$ cat config.mk
export PLATFORM = sky130hd
export DESIGN_NAME = reader_writer_lock_arbiter
export DESIGN_NICKNAME = d
export VERILOG_FILES = /design/src/rtl/core/rwla_pkg.sv /design/src/rtl/core/reader_writer_lock_arbiter.sv /design/src/rtl/core/rwla_ram.sv /design/src/rtl/core/rwla_ctrl.sv /design/src/rtl/core/rwla_datapath.sv
export SDC_FILE = /design/constraint.sdc
export NUM_CORES = 1
export LEC_CHECK = 0
export BUFFER_PORTS_ARGS = -buffer_cell sky130_fd_sc_hd__buf_4
export CORE_UTILIZATION = 55
export DETAILED_ROUTE_END_ITERATION = 7
export PLACE_DENSITY_LB_ADDON = 0.2
export SYNTH_ARGS = -nofsm -noshare
export SYNTH_HDL_FRONTEND = slang
export SYNTH_SLANG_ARGS = --single-unit
$ cat constraint.sdc
create_clock -name clk -period 5.3 [get_ports clk]
set_input_delay 0 -clock clk [delete_from_list [all_inputs] [get_ports clk]]
set_output_delay 0 -clock clk [all_outputs]
set_load 0.01 [all_outputs]
$ cat src/rtl/core/rwla_pkg.sv
// Package of the reader/writer lock arbiter: codes, field widths and the
// structs that join the controller and the datapath. Depends on nothing.
package rwla_pkg;

	localparam int AGENT_W     = 4;
	localparam int AGENT_NUM   = 1 << AGENT_W;
	localparam int STAMP_W     = 6;
	localparam int READER_W    = 5;
	localparam logic [READER_W-1:0] READER_MAX = 5'd31;
	localparam int MAX_RESULTS = 16;
	localparam int RESULT_CNT_W = $clog2(MAX_RESULTS + 1);

	typedef enum logic [1:0] {
		OP_BEGIN_READ  = 2'd0,
		OP_END_READ    = 2'd1,
		OP_BEGIN_WRITE = 2'd2,
		OP_END_WRITE   = 2'd3
	} op_t;

	typedef enum logic [1:0] {
		STAT_GRANTED    = 2'd0,
		STAT_QUEUE_FULL = 2'd1,
		STAT_NO_HOLDER  = 2'd2
	} status_t;

	typedef enum logic [1:0] {
		POL_READER  = 2'd0,
		POL_WRITER  = 2'd1,
		POL_ARRIVAL = 2'd2
	} policy_t;

	typedef enum logic [2:0] {
		S_IDLE,
		S_EXEC,
		S_FETCH,
		S_DECIDE,
		S_FLUSH
	} state_t;

	typedef struct packed {
		logic [AGENT_W-1:0] id;
		logic [STAMP_W-1:0] stamp;
	} qentry_t;

	typedef struct packed {
		logic capture;
		logic exec;
		logic grant;
		logic push_out;
		logic push_last;
	} ctrl_cmd_t;

	typedef struct packed {
		logic can_grant;
		logic pend_valid;
		logic out_free;
	} ctrl_sts_t;

endpackage

$ cat src/rtl/core/reader_writer_lock_arbiter.sv
// Reader/writer lock arbiter: grants shared read and exclusive write access
// under reader preference, writer preference or arrival order. A request holds
// the input stalled through the execute, head fetch, decision and flush states,
// and each grant adds a head fetch and a decision for the registered head read
// of the waiting-queue memories; a stalled result output holds the sequence.
// Results of one request end with last set; the output register lets the next
// result be prepared while one waits. Depends on rwla_pkg, rwla_ctrl and
// rwla_datapath.
module reader_writer_lock_arbiter #(
	parameter int QUEUE_DEPTH = 16,
	parameter int AGENT_COUNT = 16
) (
	input  logic       clk,
	input  logic       arst_n,
	input  logic       req_valid,
	output logic       req_stall,
	input  logic [1:0] op,
	input  logic [3:0] requester,
	output logic       rsp_valid,
	input  logic       rsp_stall,
	output logic [3:0] granted_agent,
	output logic       grant_is_write,
	output logic [1:0] status,
	output logic       last,
	input  logic       cfg_valid,
	output logic       cfg_ready,
	input  logic [1:0] policy_mode
);

	rwla_pkg::ctrl_cmd_t cmd;
	rwla_pkg::ctrl_sts_t sts;
	logic                idle;

	assign req_stall = !(idle && arst_n);
	assign cfg_ready = idle && arst_n;

	rwla_ctrl u_ctrl (
		.clk       (clk),
		.arst_n    (arst_n),
		.req_valid (req_valid),
		.sts       (sts),
		.cmd       (cmd),
		.idle      (idle)
	);

	rwla_datapath #(
		.QUEUE_DEPTH (QUEUE_DEPTH),
		.AGENT_COUNT (AGENT_COUNT)
	) u_datapath (
		.clk           (clk),
		.arst_n        (arst_n),
		.cmd           (cmd),
		.sts           (sts),
		.cfg_we        (cfg_valid && cfg_ready),
		.cfg_policy    (policy_mode),
		.req_op        (op),
		.req_requester (requester),
		.rsp_stall     (rsp_stall),
		.rsp_valid     (rsp_valid),
		.rsp_agent     (granted_agent),
		.rsp_write     (grant_is_write),
		.rsp_status    (status),
		.rsp_last      (last)
	);

endmodule

$ cat src/rtl/core/rwla_ram.sv
// Generic single-write, single-read RAM with a registered read port.
// Used for the waiting queues; depends on nothing.
module rwla_ram #(
	parameter int WIDTH = 10,
	parameter int DEPTH = 16
) (
	input  logic                     clk,
	input  logic                     we,
	input  logic [$clog2(DEPTH)-1:0] waddr,
	input  logic [WIDTH-1:0]         wdata,
	input  logic [$clog2(DEPTH)-1:0] raddr,
	output logic [WIDTH-1:0]         rdata
);

	logic [WIDTH-1:0] mem_q [DEPTH];

	always_ff @(posedge clk) begin
		if (we) begin
			mem_q[waddr] <= wdata;
		end
		rdata <= mem_q[raddr];
	end

endmodule

$ cat src/rtl/core/rwla_ctrl.sv
// Controller of the reader/writer lock arbiter: sequences one request through
// execute, head fetch, grant decision and final flush. Depends on rwla_pkg.
module rwla_ctrl (
	input  logic                 clk,
	input  logic                 arst_n,
	input  logic                 req_valid,
	input  rwla_pkg::ctrl_sts_t  sts,
	output rwla_pkg::ctrl_cmd_t  cmd,
	output logic                 idle
);

	rwla_pkg::state_t state_q;
	rwla_pkg::state_t state_d;

	always_ff @(posedge clk or negedge arst_n) begin
		if (!arst_n) begin
			state_q <= rwla_pkg::S_IDLE;
		end else begin
			state_q <= state_d;
		end
	end

	always_comb begin
		state_d = state_q;
		unique case (state_q)
			rwla_pkg::S_IDLE: begin
				if (req_valid) begin
					state_d = rwla_pkg::S_EXEC;
				end
			end
			rwla_pkg::S_EXEC: begin
				state_d = rwla_pkg::S_FETCH;
			end
			rwla_pkg::S_FETCH: begin
				state_d = rwla_pkg::S_DECIDE;
			end
			rwla_pkg::S_DECIDE: begin
				if (!sts.can_grant) begin
					state_d = rwla_pkg::S_FLUSH;
				end else if (!sts.pend_valid || sts.out_free) begin
					state_d = rwla_pkg::S_FETCH;
				end
			end
			rwla_pkg::S_FLUSH: begin
				if (!sts.pend_valid || sts.out_free) begin
					state_d = rwla_pkg::S_IDLE;
				end
			end
			default: begin
				state_d = rwla_pkg::S_IDLE;
			end
		endcase
	end

	always_comb begin
		cmd  = '0;
		idle = 1'b0;
		unique case (state_q)
			rwla_pkg::S_IDLE: begin
				idle        = 1'b1;
				cmd.capture = req_valid;
			end
			rwla_pkg::S_EXEC: begin
				cmd.exec = 1'b1;
			end
			rwla_pkg::S_FETCH: begin
			end
			rwla_pkg::S_DECIDE: begin
				if (sts.can_grant && (!sts.pend_valid || sts.out_free)) begin
					cmd.grant    = 1'b1;
					cmd.push_out = sts.pend_valid;
				end
			end
			rwla_pkg::S_FLUSH: begin
				if (sts.pend_valid && sts.out_free) begin
					cmd.push_out  = 1'b1;
					cmd.push_last = 1'b1;
				end
			end
			default: begin
			end
		endcase
	end

endmodule

$ cat src/rtl/core/rwla_datapath.sv
// Datapath of the reader/writer lock arbiter: lock state, the two waiting
// queues with arrival stamps, grant selection and the result registers.
// Depends on rwla_pkg and rwla_ram.
module rwla_datapath #(
	parameter int QUEUE_DEPTH = 16,
	parameter int AGENT_COUNT = 16
) (
	input  logic                          clk,
	input  logic                          arst_n,
	input  rwla_pkg::ctrl_cmd_t           cmd,
	output rwla_pkg::ctrl_sts_t           sts,
	input  logic                          cfg_we,
	input  logic [1:0]                    cfg_policy,
	input  logic [1:0]                    req_op,
	input  logic [rwla_pkg::AGENT_W-1:0]  req_requester,
	input  logic                          rsp_stall,
	output logic                          rsp_valid,
	output logic [rwla_pkg::AGENT_W-1:0]  rsp_agent,
	output logic                          rsp_write,
	output logic [1:0]                    rsp_status,
	output logic                          rsp_last
);

	localparam int AW = $clog2(QUEUE_DEPTH);
	localparam int CW = $clog2(QUEUE_DEPTH + 1);
	localparam int SW = AW + 2;
	localparam int EW = $bits(rwla_pkg::qentry_t);

	logic [1:0]                         policy_q;
	rwla_pkg::op_t                      op_q;
	logic [rwla_pkg::AGENT_W-1:0]       id_q;
	logic [rwla_pkg::READER_W-1:0]      active_q;
	logic                               wbusy_q;
	logic [AW-1:0]                      rhead_q;
	logic [CW-1:0]                      rcnt_q;
	logic [AW-1:0]                      whead_q;
	logic [CW-1:0]                      wcnt_q;
	logic [rwla_pkg::STAMP_W-1:0]       stamp_q;
	logic [rwla_pkg::RESULT_CNT_W-1:0]  nres_q;
	logic                               pend_valid_q;
	logic [rwla_pkg::AGENT_W-1:0]       pend_agent_q;
	logic                               pend_write_q;
	rwla_pkg::status_t                  pend_status_q;
	logic                               rsp_valid_q;
	logic [rwla_pkg::AGENT_W-1:0]       rsp_agent_q;
	logic                               rsp_write_q;
	rwla_pkg::status_t                  rsp_status_q;
	logic                               rsp_last_q;

	logic [rwla_pkg::AGENT_W-1:0] mod_tbl [rwla_pkg::AGENT_NUM];
	logic [SW-1:0]                rsum;
	logic [SW-1:0]                wsum;
	logic [AW-1:0]                rtail;
	logic [AW-1:0]                wtail;
	logic                         rfull;
	logic                         wfull;
	logic                         r_push;
	logic                         w_push;
	logic [EW-1:0]                rram_rdata;
	logic [EW-1:0]                wram_rdata;
	rwla_pkg::qentry_t            rhead_entry;
	rwla_pkg::qentry_t            whead_entry;
	rwla_pkg::qentry_t            new_entry;
	logic [rwla_pkg::STAMP_W-1:0] age_r;
	logic [rwla_pkg::STAMP_W-1:0] age_w;
	logic                         rw;
	logic                         ww;
	logic                         want_r;
	logic                         want_w;
	logic                         grant_r;
	logic                         grant_w;
	logic                         exec_err;
	logic                         exec_err_write;
	rwla_pkg::status_t            exec_err_status;
	logic                         out_free;

	for (genvar g = 0; g < rwla_pkg::AGENT_NUM; g++) begin : g_mod
		localparam int MV = g % AGENT_COUNT;
		assign mod_tbl[g] = rwla_pkg::AGENT_W'(MV);
	end

	assign rfull = (rcnt_q == CW'(QUEUE_DEPTH));
	assign wfull = (wcnt_q == CW'(QUEUE_DEPTH));
	assign rsum  = SW'(rhead_q) + SW'(rcnt_q);
	assign wsum  = SW'(whead_q) + SW'(wcnt_q);
	assign rtail = (rsum >= SW'(QUEUE_DEPTH)) ? AW'(rsum - SW'(QUEUE_DEPTH)) : AW'(rsum);
	assign wtail = (wsum >= SW'(QUEUE_DEPTH)) ? AW'(wsum - SW'(QUEUE_DEPTH)) : AW'(wsum);

	assign r_push = cmd.exec && (op_q == rwla_pkg::OP_BEGIN_READ) && !rfull;
	assign w_push = cmd.exec && (op_q == rwla_pkg::OP_BEGIN_WRITE) && !wfull;
	assign new_entry.id    = id_q;
	assign new_entry.stamp = stamp_q;

	rwla_ram #(
		.WIDTH (EW),
		.DEPTH (QUEUE_DEPTH)
	) u_rqueue (
		.clk   (clk),
		.we    (r_push),
		.waddr (rtail),
		.wdata (new_entry),
		.raddr (rhead_q),
		.rdata (rram_rdata)
	);

	rwla_ram #(
		.WIDTH (EW),
		.DEPTH (QUEUE_DEPTH)
	) u_wqueue (
		.clk   (clk),
		.we    (w_push),
		.waddr (wtail),
		.wdata (new_entry),
		.raddr (whead_q),
		.rdata (wram_rdata)
	);

	assign rhead_entry = rram_rdata;
	assign whead_entry = wram_rdata;
	assign age_r = stamp_q - rhead_entry.stamp;
	assign age_w = stamp_q - whead_entry.stamp;
	assign rw = (rcnt_q != '0);
	assign ww = (wcnt_q != '0);

	always_comb begin
		want_r = 1'b0;
		want_w = 1'b0;
		case (policy_q)
			rwla_pkg::POL_READER: begin
				want_r = rw;
				want_w = !rw && ww;
			end
			rwla_pkg::POL_WRITER: begin
				want_w = ww;
				want_r = !ww && rw;
			end
			default: begin
				if (rw && ww) begin
					want_r = (age_r > age_w);
					want_w = !(age_r > age_w);
				end else begin
					want_r = rw;
					want_w = !rw && ww;
				end
			end
		endcase
	end

	assign grant_r = want_r && !wbusy_q && (active_q != rwla_pkg::READER_MAX);
	assign grant_w = want_w && !wbusy_q && (active_q == '0);

	always_comb begin
		exec_err        = 1'b0;
		exec_err_write  = 1'b0;
		exec_err_status = rwla_pkg::STAT_QUEUE_FULL;
		unique case (op_q)
			rwla_pkg::OP_BEGIN_READ: begin
				exec_err = rfull;
			end
			rwla_pkg::OP_END_READ: begin
				exec_err        = (active_q == '0);
				exec_err_status = rwla_pkg::STAT_NO_HOLDER;
			end
			rwla_pkg::OP_BEGIN_WRITE: begin
				exec_err       = wfull;
				exec_err_write = 1'b1;
			end
			rwla_pkg::OP_END_WRITE: begin
				exec_err        = !wbusy_q;
				exec_err_write  = 1'b1;
				exec_err_status = rwla_pkg::STAT_NO_HOLDER;
			end
		endcase
	end

	assign out_free = !rsp_valid_q || !rsp_stall;

	assign sts.can_grant  = (grant_r || grant_w) &&
		(nres_q < rwla_pkg::RESULT_CNT_W'(rwla_pkg::MAX_RESULTS));
	assign sts.pend_valid = pend_valid_q;
	assign sts.out_free   = out_free;

	always_ff @(posedge clk or negedge arst_n) begin
		if (!arst_n) begin
			policy_q     <= rwla_pkg::POL_READER;
			active_q     <= '0;
			wbusy_q      <= 1'b0;
			rhead_q      <= '0;
			rcnt_q       <= '0;
			whead_q      <= '0;
			wcnt_q       <= '0;
			stamp_q      <= '0;
			nres_q       <= '0;
			pend_valid_q <= 1'b0;
			rsp_valid_q  <= 1'b0;
		end else begin
			if (cfg_we) begin
				policy_q <= cfg_policy;
			end
			if (cmd.capture) begin
				nres_q <= '0;
			end
			if (cmd.exec) begin
				if (exec_err) begin
					pend_valid_q <= 1'b1;
					nres_q       <= nres_q + 1'b1;
				end else begin
					unique case (op_q)
						rwla_pkg::OP_BEGIN_READ: begin
							rcnt_q  <= rcnt_q + 1'b1;
							stamp_q <= stamp_q + 1'b1;
						end
						rwla_pkg::OP_END_READ: begin
							active_q <= active_q - 1'b1;
						end
						rwla_pkg::OP_BEGIN_WRITE: begin
							wcnt_q  <= wcnt_q + 1'b1;
							stamp_q <= stamp_q + 1'b1;
						end
						rwla_pkg::OP_END_WRITE: begin
							wbusy_q <= 1'b0;
						end
					endcase
				end
			end
			if (cmd.push_out && !cmd.grant) begin
				pend_valid_q <= 1'b0;
			end
			if (cmd.grant) begin
				pend_valid_q <= 1'b1;
				nres_q       <= nres_q + 1'b1;
				if (grant_r) begin
					active_q <= active_q + 1'b1;
					rcnt_q   <= rcnt_q - 1'b1;
					rhead_q  <= (rhead_q == AW'(QUEUE_DEPTH - 1)) ? '0 : rhead_q + 1'b1;
				end else begin
					wbusy_q <= 1'b1;
					wcnt_q  <= wcnt_q - 1'b1;
					whead_q <= (whead_q == AW'(QUEUE_DEPTH - 1)) ? '0 : whead_q + 1'b1;
				end
			end
			if (cmd.push_out) begin
				rsp_valid_q <= 1'b1;
			end else if (!rsp_stall) begin
				rsp_valid_q <= 1'b0;
			end
		end
	end

	always_ff @(posedge clk) begin
		if (cmd.capture) begin
			op_q <= rwla_pkg::op_t'(req_op);
			id_q <= mod_tbl[req_requester];
		end
		if (cmd.exec && exec_err) begin
			pend_agent_q  <= id_q;
			pend_write_q  <= exec_err_write;
			pend_status_q <= exec_err_status;
		end else if (cmd.grant) begin
			pend_agent_q  <= grant_r ? rhead_entry.id : whead_entry.id;
			pend_write_q  <= !grant_r;
			pend_status_q <= rwla_pkg::STAT_GRANTED;
		end
		if (cmd.push_out) begin
			rsp_agent_q  <= pend_agent_q;
			rsp_write_q  <= pend_write_q;
			rsp_status_q <= pend_status_q;
			rsp_last_q   <= cmd.push_last;
		end
	end

	assign rsp_valid  = rsp_valid_q;
	assign rsp_agent  = rsp_agent_q;
	assign rsp_write  = rsp_write_q;
	assign rsp_status = rsp_status_q;
	assign rsp_last   = rsp_last_q;

endmodule

Yosys cells after proc, flatten, opt, wreduce, memory -nomap -nowiden. Memory sizes are Yosys's and may differ from the RTL's. A register that Yosys moved wholly into a read port is not among the register bits. Index checks and enable logic that the tools add are counted. W data, S select, Z words.

$add $sub $neg: 16. Order comparisons: 4. Equality and inequality tests: 17. Multiplexer cells: 64. Bitwise operators: 3. Reductions and logical operators: 50.

Operators with widths (count): $mux W5 (19); $mux W4 (7); $mux W1 (24); $add A5 B1 Y5 const B (4); $logic_and A1 B1 Y1 (18); $pmux W3 S5 (1); $sub A5 B1 Y5 const B (3); $add A4 B5 Y6 (2); $ge A6 B5 Y1 const B (2); $logic_not A1 Y1 (12); $mux W3 (4); $sub A6 B6 Y6 (2); $eq A5 B5 Y1 const B (2); $mux W2 (5); $reduce_bool A5 Y1 (2); $add A4 B1 Y4 const B (2); $eq A4 B4 Y1 const B (2); $sub A4 B1 Y4 const B (2); $add A6 B1 Y6 const B (1); $eq A3 B2 Y1 const B (2); $gt A6 B6 Y1 (1); $pmux W1 S2 (3); $reduce_and A2 Y1 (3); $reduce_and A3 Y1 (2); other kinds (19) (29).

Register bits after elaboration: 59. Bits in writable memories: 320. Memory bits (read-only): 64. Input port bits: 13. Output and inout bits: 11. Word-level logic and storage cells: 177. Memories: 3.

Memory list: u_datapath.u_rqueue.mem_q (words 16, width 10, read ports 1, clocked after memory_dff 1, wr ports 1, line rwla_ram.sv:15) `logic [WIDTH-1:0] mem_q [DEPTH];`; u_datapath.u_wqueue.mem_q (words 16, width 10, read ports 1, clocked after memory_dff 1, wr ports 1, line rwla_ram.sv:15); (no name shown) (words 16, width 4, read ports 1, clocked after memory_dff 1, wr ports 0, line rwla_datapath.sv:253) `id_q <= mod_tbl[req_requester];`.

Longest topological paths before layout. Gate-level depths: netlist of the first run.

Depth in word-level cells: 16. Depth in mapped cells: 17. Gate-level depth less buffers: 16.

Modules after synthesis. Synthesis of the first run repeated with hierarchy kept, for this count alone.

Cell total of the unflattened synthesis: 918. Area total of the unflattened synthesis: 16567.1 sq um.

By module, submodules not included: rwla_ram (instances 2, cells an instance 279, area an instance 6353.6 sq um, seq. area each 5004.8 sq um); rwla_datapath (instances 1, cells an instance 336, area an instance 3654.8 sq um, seq. area each 1606.5 sq um); rwla_ctrl (instances 1, cells an instance 21, area an instance 187.7 sq um, seq. area each 75.1 sq um); reader_writer_lock_arbiter (instances 1, cells an instance 3, area an instance 17.5 sq um, seq. area each 0.0 sq um).

Worst setup path after synthesis of the first run. Ideal clock, no wire load.

Kind: register to register. Start point: reg u_datapath.stamp_q[1] (netlist name). End point: reg u_datapath.rsp_agent_q (netlist bit u_datapath.rsp_agent[0]) (enable). Library setup time: 0.375 ns. Data arrival time: 3.816 ns. Data required time: 4.925 ns. Path slack: 1.108 ns. Cell stages (with the launch flop): 15. Path buffers: 0. Period minus slack after synthesis: 4.192 ns. Cells stage by stage: dfrtp_1 ha_1 a21o_1 a21o_1 a21o_1 a21oi_1 xnor2_1 ha_1 and4_1 o21a_1 o31ai_1 nor2_1 nor3_1 nand2b_1 a21oi_1.

RTL lines: from (decl) (line rwla_datapath.sv:38) `logic [rwla_pkg::STAMP_W-1:0] stamp_q;`; from (signal assigned) (line rwla_datapath.sv:211) `stamp_q <= stamp_q + 1'b1;`; from (signal assigned) (line rwla_datapath.sv:218) `stamp_q <= stamp_q + 1'b1;`; to (signal assigned) (line rwla_datapath.sv:265) `rsp_agent_q <= pend_agent_q;`; to (decl) (line rwla_datapath.sv:45) `logic [rwla_pkg::AGENT_W-1:0] rsp_agent_q;`.

==> flow_metrics.env, run 1 <==
export IMPL_viasPerCell=5.995
export IMPL_rows=63
export IMPL_ir_worst_vdd_uv=284.3
export IMPL_port_buffers=23
export IMPL_critPathKind="flop to flop"
export IMPL_critPathTopFamily="compound AO/OA/AOI/OAI gates"
export IMPL_worst_slew_pin_transition_ns=1.221
export IMPL_regToRegSetupSlack_ns=0.98
export IMPL_slew_headroom=0.1827
export IMPL_layout_common_cells="341 x edfxtp_1, 83 x nand2_1, 72 x mux2i_1"
export IMPL_seqCellArea_um2=11700
export IMPL_worstSetupStartpoint="u_datapath.stamp_q[0]$_DFFE_PN0P_"
export IMPL_dr_pass1_iters=5
export IMPL_grt_usage=0.2341
export IMPL_cpMaxStageDelayCell="a21oi_1"
export IMPL_p_per_area_nw_per_um2=511.9
export IMPL_die_area_um2=30970
export IMPL_synth_edf_count=341
export IMPL_die_w_um=176.0
export IMPL_antenna_found_initial=0
export IMPL_hold_viol=0
export IMPL_synth_cells=1030
export IMPL_skew_ns=0.01596
export IMPL_ctsRootBufferMaster="clkbuf_16"
export IMPL_path_clk_slew_ns=0.06
export IMPL_drv_slew=0
export IMPL_wl_per_cell_um=22.84
export IMPL_fin_crit_ns=4.316
export IMPL_fin_nets=1153
export IMPL_cp_depth=15
export IMPL_post_cts_buffers=0
export IMPL_hpwl_um=21300
export IMPL_die_h_um=176.0
export IMPL_grt_max_degree=53
export IMPL_start_util=0.5602
export IMPL_crit_arrival_ns=4.48
export IMPL_ys_warn_count=0
export IMPL_fmax_mhz=231.7
export IMPL_cp_data_required_time_ns=5.47
export IMPL_cts_tree="yes"
export IMPL_seq_area_frac_synth=0.7022
export IMPL_multi_input_area_um2=4717
export IMPL_antenna_left=0
export IMPL_area_growth_pct=13.35
export IMPL_drc=0
export IMPL_routed_via_count=9148
export IMPL_slowest_delay_ns=0.57
export IMPL_place_ws_ns=1.013
export IMPL_gp_congestion=0.8359
export IMPL_n_fill_cell=2092
export IMPL_rsz0062_at_grt="no"
export IMPL_layout_drive_gt1_share=0.1743
export IMPL_cp_buffers_inverters=2
export IMPL_postRouteWirelength_um=34860
export IMPL_initialDrtViolationCount=863
export IMPL_tns_ns=0
export IMPL_final_setup_worst_slack_ns=0.9843
export IMPL_finalInstanceArea_um2=18870
export IMPL_clk_path_buf_depth=3
export IMPL_layout_commonest_cell="edfxtp_1"
export IMPL_p_leak_nw=6.762
export IMPL_crit_fanout=8
export IMPL_cts_sinks=403
export IMPL_syn_cell_area_um2=16650
export IMPL_grt_pass1_vias=8952
export IMPL_ys_seq_elements=403
export IMPL_grt_pass1_wl_um=53790
export IMPL_r2r_cells=15
export IMPL_cp_start_kind="flop"
export IMPL_yosys_cell_types_count=65
export IMPL_grt_overflow=0
export IMPL_ys_flop_type="edfxtp_1"
export IMPL_io_pins=24
export IMPL_async_flop_share=0.1042
export IMPL_status="finished, final reports clean"
export IMPL_cts_buffers=41
export IMPL_syn_nets=1080
export IMPL_synth_area_per_cell_um2=16.16
export IMPL_setup_viol=0
export IMPL_worstHoldPathType="input port to asynchronous set/reset pin"
export IMPL_clkLatencyLatePin_ns=0.53
export IMPL_cp_cell_sequence="inv_1, ha_1, inv_1, fa_1, a21o_1, a21oi_1, xor2_1, ha_1, and4_1, o21a_1, o31ai_1, nor2_1, nor3_1, nand2b_1, a21oi_1"
export IMPL_htreeDepth=2
export IMPL_crit_reg2reg_launch="u_datapath.stamp_q[0]$_DFFE_PN0P_"
export IMPL_fin_crit_sh=0.8143
export IMPL_core_area_um2=29720
export IMPL_placed_cell_area_um2=17410
export IMPL_diodes=0
export IMPL_maxCapViolCount=0
export IMPL_setup_worst_path_end_class="flop"
[where the power goes]
part / leakage [nW] / total, W / switching (W) / internal, W
Clock: 0.656 / 0.00284 / 0.00116 / 0.00167
Sequential: 3.90 / 0.00416 / 0.000245 / 0.00391
Combinational: 2.20 / 0.00267 / 0.00158 / 0.00109
[worst reg2reg max path: stages (launching register included)]
cell and delay (ns):
dfrtp_1 0.38, inv_1 0.12, ha_1 0.15, inv_1 0.07, fa_1 0.46, a21o_1 0.18, a21oi_1 0.18, xor2_1 0.19
ha_1 0.28, and4_1 0.20, o21a_1 0.13, o31ai_1 0.39, nor2_1 0.10, nor3_1 0.40, nand2b_1 0.15, a21oi_1 0.58
[kinds of logic (layout without fill, tap and decap cells)]
group	count (synthesis)	in the layout	synth area share
buffers and inverters	62	168	0.01533
and+or+nand+nor	190	190	0.05554
DFF	403	403	0.7022
xor gates and xnor gates	35	35	0.01841
adders and majority gates	37	37	0.02961
AOI/OAI and AO/OA	172	172	0.06862
muxes	131	131	0.1103
[flip-flops by register name, summed over array words and instances (netlist names), 2 cells and up]
register                   cells
u_datapath.policy_q            2
u_datapath.pend_status_q       2
u_datapath.u_rqueue.mem_q    160
u_datapath.u_rqueue.rdata     10
u_datapath.u_wqueue.rdata     10
u_datapath.u_wqueue.mem_q    160
u_datapath.id_q                4
u_ctrl.state_q                 3
u_datapath.rhead_q             4
u_datapath.rsp_status          2
u_datapath.stamp_q             6
u_datapath.whead_q             4
u_datapath.active_q            5
u_datapath.rsp_agent           4
u_datapath.wcnt_q              5
u_datapath.pend_agent_q        4
u_datapath.rcnt_q              5
u_datapath.nres_q              5
u_datapath.op_q                2
[synth_stat cells (all sizes together), types with 2 or more instances]
cell / count / share of area
mux2: 19 / 0.013
nand2: 83 / 0.019
a22oi: 22 / 0.0099
o211a: 2 / 0.0012
and3: 5 / 0.0019
nor2: 46 / 0.011
edfxtp: 341 / 0.62
and2: 4 / 0.0015
o21ai: 52 / 0.016
xnor2: 26 / 0.014
xor2: 9 / 0.0047
a311oi: 3 / 0.0016
or4b: 2 / 0.0017
nand4: 6 / 0.0023
nor3: 16 / 0.0057
mux2i: 72 / 0.043
nor2b: 5 / 0.0019
a21o: 14 / 0.0063
nor4b: 2 / 0.0014
o21bai: 2 / 0.0011
inv: 24 / 0.0054
and4: 2 / 0.0011
mux4: 40 / 0.054
clkbuf: 22 / 0.0050
buf: 16 / 0.0050
nand3: 4 / 0.0012
o31a: 2 / 0.0011
dfxtp: 20 / 0.024
ha: 33 / 0.025
a221oi: 20 / 0.011
a21oi: 38 / 0.012
a41oi: 3 / 0.0020
fa: 4 / 0.0048
nand3b: 2 / 0.00090
dfrtp: 42 / 0.063
a211oi: 2 / 0.00090
o21a: 2 / 0.00090
o31ai: 2 / 0.00090
nor4: 2 / 0.00075
nand2b: 6 / 0.0023
[repair_timing]
item                                   CTS  global route
endpoints found under the hold margin   59             0
hold buffers                            13             0
resized for setup                        0             0
[layout make-up]
type,instances,share of cell area
Timing Repair Buffer,68,0.02877
Inverter,24,0.004774
Multi-Input combinational cell,565,0.2500
Clock buffer,61,0.06378
Tap cell,390,0.02586
Clock inverter,15,0.006961
Sequential cell,403,0.6199
[metal layers]
| metal | GRT usage | part of all wire | vias to the layer above |
|---|---|---|---|
| li1 | - | - | 4152 |
| met1 | 0.3484 | 0.46 | 4675 |
| met2 | 0.3681 | 0.47 | 269 |
| met3 | 0.03058 | 0.053 | 52 |
| met4 | 0.06087 | 0.021 | 0 |
| met5 | 0 | 0 | - |
[final timing paths]
check / end
max: u_datapath.rsp_status[0]$_DFFE_PP_
min: u_datapath.active_q[4]$_DFF_PN0_
max reg2reg: u_datapath.rsp_status[0]$_DFFE_PP_
min reg2reg: u_datapath.rsp_write$_DFFE_PP_
max in group asynchronous: u_datapath.whead_q[0]$_DFFE_PN0P_
min in group clk: u_datapath.id_q[2]$_DFFE_PP_
[metrics by stage]
| stage | std cells | power [W] | util | hold slack (ns) |
|---|---|---|---|---|
| finish | 1526 | 0.009660 | 0.6350 | 0.004124 |
| global route | 1526 | 0.01013 | 0.6350 | 0.07146 |
| CTS | 1526 | 0.009718 | 0.6350 | 0.03050 |
| detailed placement | 1437 | 0.006854 | 0.5857 | 0.04065 |
| global placement | 1437 | 0.006789 | 0.5857 | 0.03850 |
| floorplan | 1030 | 0.006113 | - | -0.2956 |
Power figures use the tool's default switching activity.
==> run 2, diff against run 1 <==
==> constraint.sdc (replaced) <==
create_clock -name clk -period 3.57 [get_ports clk]
set_input_delay 0 -clock clk [delete_from_list [all_inputs] [get_ports clk]]
set_output_delay 0 -clock clk [all_outputs]
set_load 0.01 [all_outputs]
==> run 2 against run 1 <==
Effect of this change: sequential power grew 49%; routed wire length grew 0.40%; flip-flop and latch count is the same; utilization grew 1.5 points; maximum frequency grew 26%; clock skew grew 0.011 ns; register-to-register slack lost 0.85 ns; hold slack gained 0.025 ns; total power grew 56%; largest cell class unchanged; largest power group unchanged.
==> flow_metrics.env, run 2 (synthesis results as in run 1) <==
export IMPL_status="finished, final reports clean"
export IMPL_p_leak_nw=6.972
export IMPL_dr_pass1_iters=4
export IMPL_routed_via_count=9261
export IMPL_grt_usage=0.2319
export IMPL_cpMaxStageDelayCell="dfrtp_2"
export IMPL_htreeDepth=2
export IMPL_cp_start_kind="flop"
export IMPL_fin_crit_ns=3.439
export IMPL_setup_worst_path_end_class="flop"
export IMPL_ir_worst_vdd_uv=498.4
export IMPL_dp_cells=1466
export IMPL_wl_per_cell_um=22.39
export IMPL_cp_cell_sequence="buf_4, fa_2, a21o_1, a21oi_2, xnor2_1, ha_1, and4_4, o21a_4, o31ai_4, nor2_1, nor3_2, nand2b_1, a21oi_4"
export IMPL_port_buffers=23
export IMPL_fin_nets=1193
export IMPL_fin_crit_sh=0.9632
export IMPL_grt_pass1_wl_um=53720
export IMPL_crit_fanout=8
export IMPL_slew_headroom=0.1596
export IMPL_grt_overflow=0
export IMPL_cts_sinks=403
export IMPL_top_regs="u_datapath.u_rqueue.mem_q x160, u_datapath.u_wqueue.mem_q x160"
export IMPL_core_area_um2=29720
export IMPL_initialDrtViolationCount=699
export IMPL_finish_utilization=0.6500
export IMPL_p_per_area_nw_per_um2=782.4
export IMPL_io_pins=24
export IMPL_layout_commonest_cell="edfxtp_1"
export IMPL_maxCapViolCount=0
export IMPL_fmax_mhz=290.8
export IMPL_clk_path_buf_depth=3
export IMPL_antenna_left=0
export IMPL_die_h_um=176.0
export IMPL_postRouteWirelength_um=35000
export IMPL_n_fill_cell=2014
export IMPL_worstHoldPathType="input port to asynchronous set/reset pin"
export IMPL_drc=0
export IMPL_grt_max_degree=44
export IMPL_cts_tree="yes"
export IMPL_tns_ns=0
export IMPL_skew_ns=0.02690
export IMPL_critPathKind="flop to flop"
export IMPL_diodes=0
export IMPL_layout_drive_gt1_share=0.2140
export IMPL_layout_common_cells="341 x edfxtp_1, 92 x buf_4, 83 x nand2_1"
export IMPL_grt_pass1_vias=9163
export IMPL_worstSetupStartpoint="u_datapath.stamp_q[1]$_DFFE_PN0P_"
export IMPL_crit_reg2reg_launch="u_datapath.stamp_q[1]$_DFFE_PN0P_"
export IMPL_cp_data_required_time_ns=3.77
export IMPL_worst_slew_pin_transition_ns=1.261
export IMPL_ctsRootBufferMaster="clkbuf_16"
export IMPL_gp_congestion=0.8319
export IMPL_path_clk_slew_ns=0.06
export IMPL_antenna_found_initial=0
export IMPL_fin_cells=1563
export IMPL_rows=63
export IMPL_clkLatencyLatePin_ns=0.55
export IMPL_regToRegSetupSlack_ns=0.13
export IMPL_crit_arrival_ns=3.64
export IMPL_cp_buffers_inverters=1
export IMPL_rsz0062_at_grt="yes"
export IMPL_start_util=0.5602
export IMPL_drv_slew=0
export IMPL_critPathTopFamily="compound AO/OA/AOI/OAI gates"
export IMPL_hpwl_um=21930
export IMPL_die_area_um2=30970
export IMPL_hold_viol=0
export IMPL_power_w=0.01511
export IMPL_area_growth_pct=16.02
export IMPL_die_w_um=176.0
export IMPL_viasPerCell=5.925
export IMPL_cts_buffers=43
export IMPL_setup_viol=0
export IMPL_slowest_delay_ns=0.46
-- run 2: worst paths after layout --
| kind | to | depth (start not counted) |
|---|---|---|
| hold / removal | u_datapath.active_q[2]$_DFF_PN0_ | 2 |
| max in group asynchronous | u_datapath.rhead_q[0]$_DFFE_PN0P_ | 2 |
| setup reg to reg | u_datapath.rsp_last$_SDFFCE_PP0P_ | 13 |
| hold reg to reg | u_datapath.rsp_write$_DFFE_PP_ | 0 |
| setup / recovery | u_datapath.rsp_last$_SDFFCE_PP0P_ | 13 |
| min in group clk | u_datapath.id_q[2]$_DFFE_PP_ | 2 |
-- run 2: timing repair --
action / in CTS / in global routing
setup buffers: 1 / 8
endpoints found under the hold margin: 58 / 0
resized for setup: 1 / 21
pin swaps: 2 / 19
endpoints found under the setup margin: 11 / 46
hold buffers: 13 / 0
-- run 2: through the flow --
stage / hold WS, ns / instance area (um^2) / setup slack [ns]
CTS: 0.01439 / 19140 / -0.01533
detailed placement: 0.04557 / 17640 / -0.06885
global placement: 0.04863 / 17640 / 0.03768
floorplan: -0.2956 / 16680 / 0.005077
global route: 0.08777 / 19320 / -0.04393
finish: 0.02863 / 19320 / 0.1313
-- run 2: per-layer routing --
layer	share of wire	GRT usage	wire, um	up-vias
li1	-	-	-	4240
met1	0.45	0.3423	15750	4683
met2	0.47	0.3645	16530	284
met3	0.058	0.03316	2014	54
met4	0.020	0.06268	704	0
met5	0	0	0	-
-- run 2: area by class of cell --
| cell class | count | area, um^2 | share of cell area |
|---|---|---|---|
| sequential | 403 | 11700 | 0.6058 |
| multi-input combinational | 565 | 4836 | 0.2504 |
| inverter | 24 | 92.59 | 0.004793 |
| timing repair buffer | 106 | 840.8 | 0.04353 |
| tap | 390 | 488.0 | 0.02526 |
| clock inverter | 18 | 176.4 | 0.009133 |
| clock buffer | 57 | 1180 | 0.06108 |
-- run 2: report_power, final --
part           total, W  switching, W  internal, W
clock           0.00427       0.00174      0.00253
combinational   0.00466       0.00265      0.00201
sequential      0.00618      0.000373      0.00581
total            0.0151       0.00476       0.0104
==> run 3, diff against run 2 <==
--- a/config.mk
+++ b/config.mk
@@ -8,7 +8,7 @@
 export BUFFER_PORTS_ARGS = -buffer_cell sky130_fd_sc_hd__buf_4
 export CORE_UTILIZATION = 55
 export DETAILED_ROUTE_END_ITERATION = 7
-export PLACE_DENSITY_LB_ADDON = 0.2
+export PLACE_DENSITY = 0.74
 export SYNTH_ARGS = -nofsm -noshare
 export SYNTH_HDL_FRONTEND = slang
 export SYNTH_SLANG_ARGS = --single-unit
==> run 3 against run 2 <==
Effect of this change: routed wire length grew 1.4%; utilization shrank 0.34 points; register-to-register slack lost 0.06 ns; setup slack lost 0.061 ns; combinational power shrank 6.0%; via count grew 1.6%; largest cell class unchanged; clock-buffer cell count shrank 9; clock power shrank 2%; critical endpoint is now u_datapath.rsp_agent[2]$_DFFE_PP_.
==> flow_metrics.env, run 3 (synthesis results as in run 1) <==
export IMPL_status="finished, final reports clean"
export IMPL_grt_use_met2=0.3575
export IMPL_area_growth_pct=15.42
export IMPL_hold_viol=0
export IMPL_maxCapViolCount=0
export IMPL_gp_congestion=0.8379
export IMPL_io_pins=24
export IMPL_cp_cell_sequence="inv_2, ha_4, inv_2, a21o_1, a21o_1, a21o_1, a21oi_2, xnor2_1, ha_1, and4_1, o21a_2, o31ai_4, nor2_2, nor3_2, nand2b_1, a21oi_4"
export IMPL_ir_worst_vdd_uv=530.2
export IMPL_htreeDepth=2
export IMPL_final_setup_worst_slack_ns=0.07021
export IMPL_initialDrtViolationCount=1057
export IMPL_dr_pass1_iters=6
export IMPL_grt_pass1_vias=9333
export IMPL_start_util=0.5602
export IMPL_path_clk_slew_ns=0.06
export IMPL_crit_fanout=8
export IMPL_regToRegSetupSlack_ns=0.07
export IMPL_top_regs="u_datapath.u_rqueue.mem_q x160, u_datapath.u_wqueue.mem_q x160"
export IMPL_diodes=0
export IMPL_grt_util_met3=0.04328
export IMPL_hpwl_um=22250
export IMPL_drc=0
export IMPL_postRouteWirelength_um=35490
export IMPL_layout_drive_gt1_share=0.2142
export IMPL_grt_busiest_layer="met2"
export IMPL_cp_buffers_inverters=2
export IMPL_grt_usage=0.2346
export IMPL_port_buffers=23
export IMPL_fmax_mhz=285.7
export IMPL_critPathTopFamily="compound AO/OA/AOI/OAI gates"
export IMPL_met1_usage=0.3408
export IMPL_die_area_um2=30970
export IMPL_critPathKind="flop to flop"
export IMPL_layout_commonest_cell="edfxtp_1"
export IMPL_rows=63
export IMPL_place_ws_ns=-0.09973
export IMPL_cp_data_required_time_ns=3.78
export IMPL_antenna_left=0
export IMPL_die_h_um=176.0
export IMPL_clkLatencyLatePin_ns=0.54
export IMPL_core_area_um2=29720
export IMPL_wl_per_cell_um=22.79
export IMPL_skew_ns=0.01757
export IMPL_rsz0062_at_grt="yes"
export IMPL_finish_utilization=0.6466
export IMPL_routed_via_count=9409
export IMPL_fin_nets=1186
export IMPL_slowest_delay_ns=0.41
export IMPL_n_fill_cell=1972
export IMPL_ctsRootBufferMaster="clkbuf_16"
export IMPL_p_per_area_nw_per_um2=767.7
export IMPL_slew_headroom=0.4332
export IMPL_cp_start_kind="flop"
export IMPL_layout_common_cells="341 x edfxtp_1, 89 x buf_4, 83 x nand2_1"
export IMPL_fin_crit_sh=0.9803
export IMPL_cpMaxStageDelayCell="dfrtp_2"
export IMPL_drv_slew=0
export IMPL_viasPerCell=6.043
export IMPL_grt_overflow=0
export IMPL_fin_crit_ns=3.500
export IMPL_setup_viol=0
export IMPL_p_leak_nw=6.928
export IMPL_cp_common_cell="a21o_1"
export IMPL_worstHoldPathType="input port to asynchronous set/reset pin"
export IMPL_die_w_um=176.0
export IMPL_worst_slew_pin_transition_ns=0.8471
export IMPL_cts_tree="yes"
export IMPL_grt_pass1_wl_um=54190
export IMPL_multi_input_area_um2=4825
export IMPL_clk_path_buf_depth=3
export IMPL_cts_buffers=40
export IMPL_seqCellArea_um2=11700
export IMPL_grt_max_degree=45
export IMPL_setup_worst_path_end_class="flop"
export IMPL_cts_sinks=403
export IMPL_crit_arrival_ns=3.71
export IMPL_antenna_found_initial=0
[run 3: final timing paths]
| check | endpoint | cells past startpoint | from |
|---|---|---|---|
| worst max-delay path | u_datapath.rsp_agent[2]$_DFFE_PP_ | 16 | u_datapath.stamp_q[0]$_DFFE_PN0P_ |
| worst min-delay path | u_datapath.active_q[2]$_DFF_PN0_ | 2 | arst_n |
| worst max register to register | u_datapath.rsp_agent[2]$_DFFE_PP_ | 16 | u_datapath.stamp_q[0]$_DFFE_PN0P_ |
| worst min register to register | u_datapath.rsp_status[0]$_DFFE_PP_ | 0 | u_datapath.pend_status_q[0]$_SDFFCE_PN0P_ |
| max in group asynchronous | u_datapath.whead_q[0]$_DFFE_PN0P_ | 2 | arst_n |
| min in group clk | u_datapath.id_q[1]$_DFFE_PP_ | 2 | requester[1] |
[run 3: area by class of cell]
cell class              count  area share
flip-flops and latches    403      0.6090
clock buffers              48     0.05476
inverters                  24    0.004688
clock inverters            25     0.01354
repair buffers            102     0.04154
multi-input cells         565      0.2511
well taps                 390     0.02539
[run 3: stage by stage]
step	cells	cell area (um^2)	hold WS, ns	total power, W	setup TNS, ns
2_1_floorplan	1030	16680	-0.2956	0.009117	0
3_5_place_dp	1465	17630	0.04332	0.01032	-1.092
4_1_cts	1554	19120	0.02490	0.01461	0
6_report	1557	19220	0.01438	0.01475	0
5_1_grt	1557	19220	0.07497	0.01544	-0.9495
3_3_place_gp	1465	17630	0.03658	0.01020	0
[run 3: report_power, final]
part / switching, W / leakage [nW] / internal, W
sequential: 0.000378 / 3.90 / 0.00581
clock: 0.00172 / 0.635 / 0.00247
combinational: 0.00255 / 2.39 / 0.00183
total: 0.00464 / 6.93 / 0.0101
[run 3: per-layer routing]
metal | up-vias | share of wire
met5 | - | 0
met4 | 0 | 0.033
met3 | 80 | 0.077
met2 | 380 | 0.46
met1 | 4735 | 0.43
li1 | 4214 | -
[run 3: what timing repair did]
item,in CTS,in global routing
pin swaps,10,18
buffers inserted,3,3
hold endpoints to repair,67,0
endpoints found under the setup margin,14,31
gates resized for setup,4,15
hold buffers,13,0
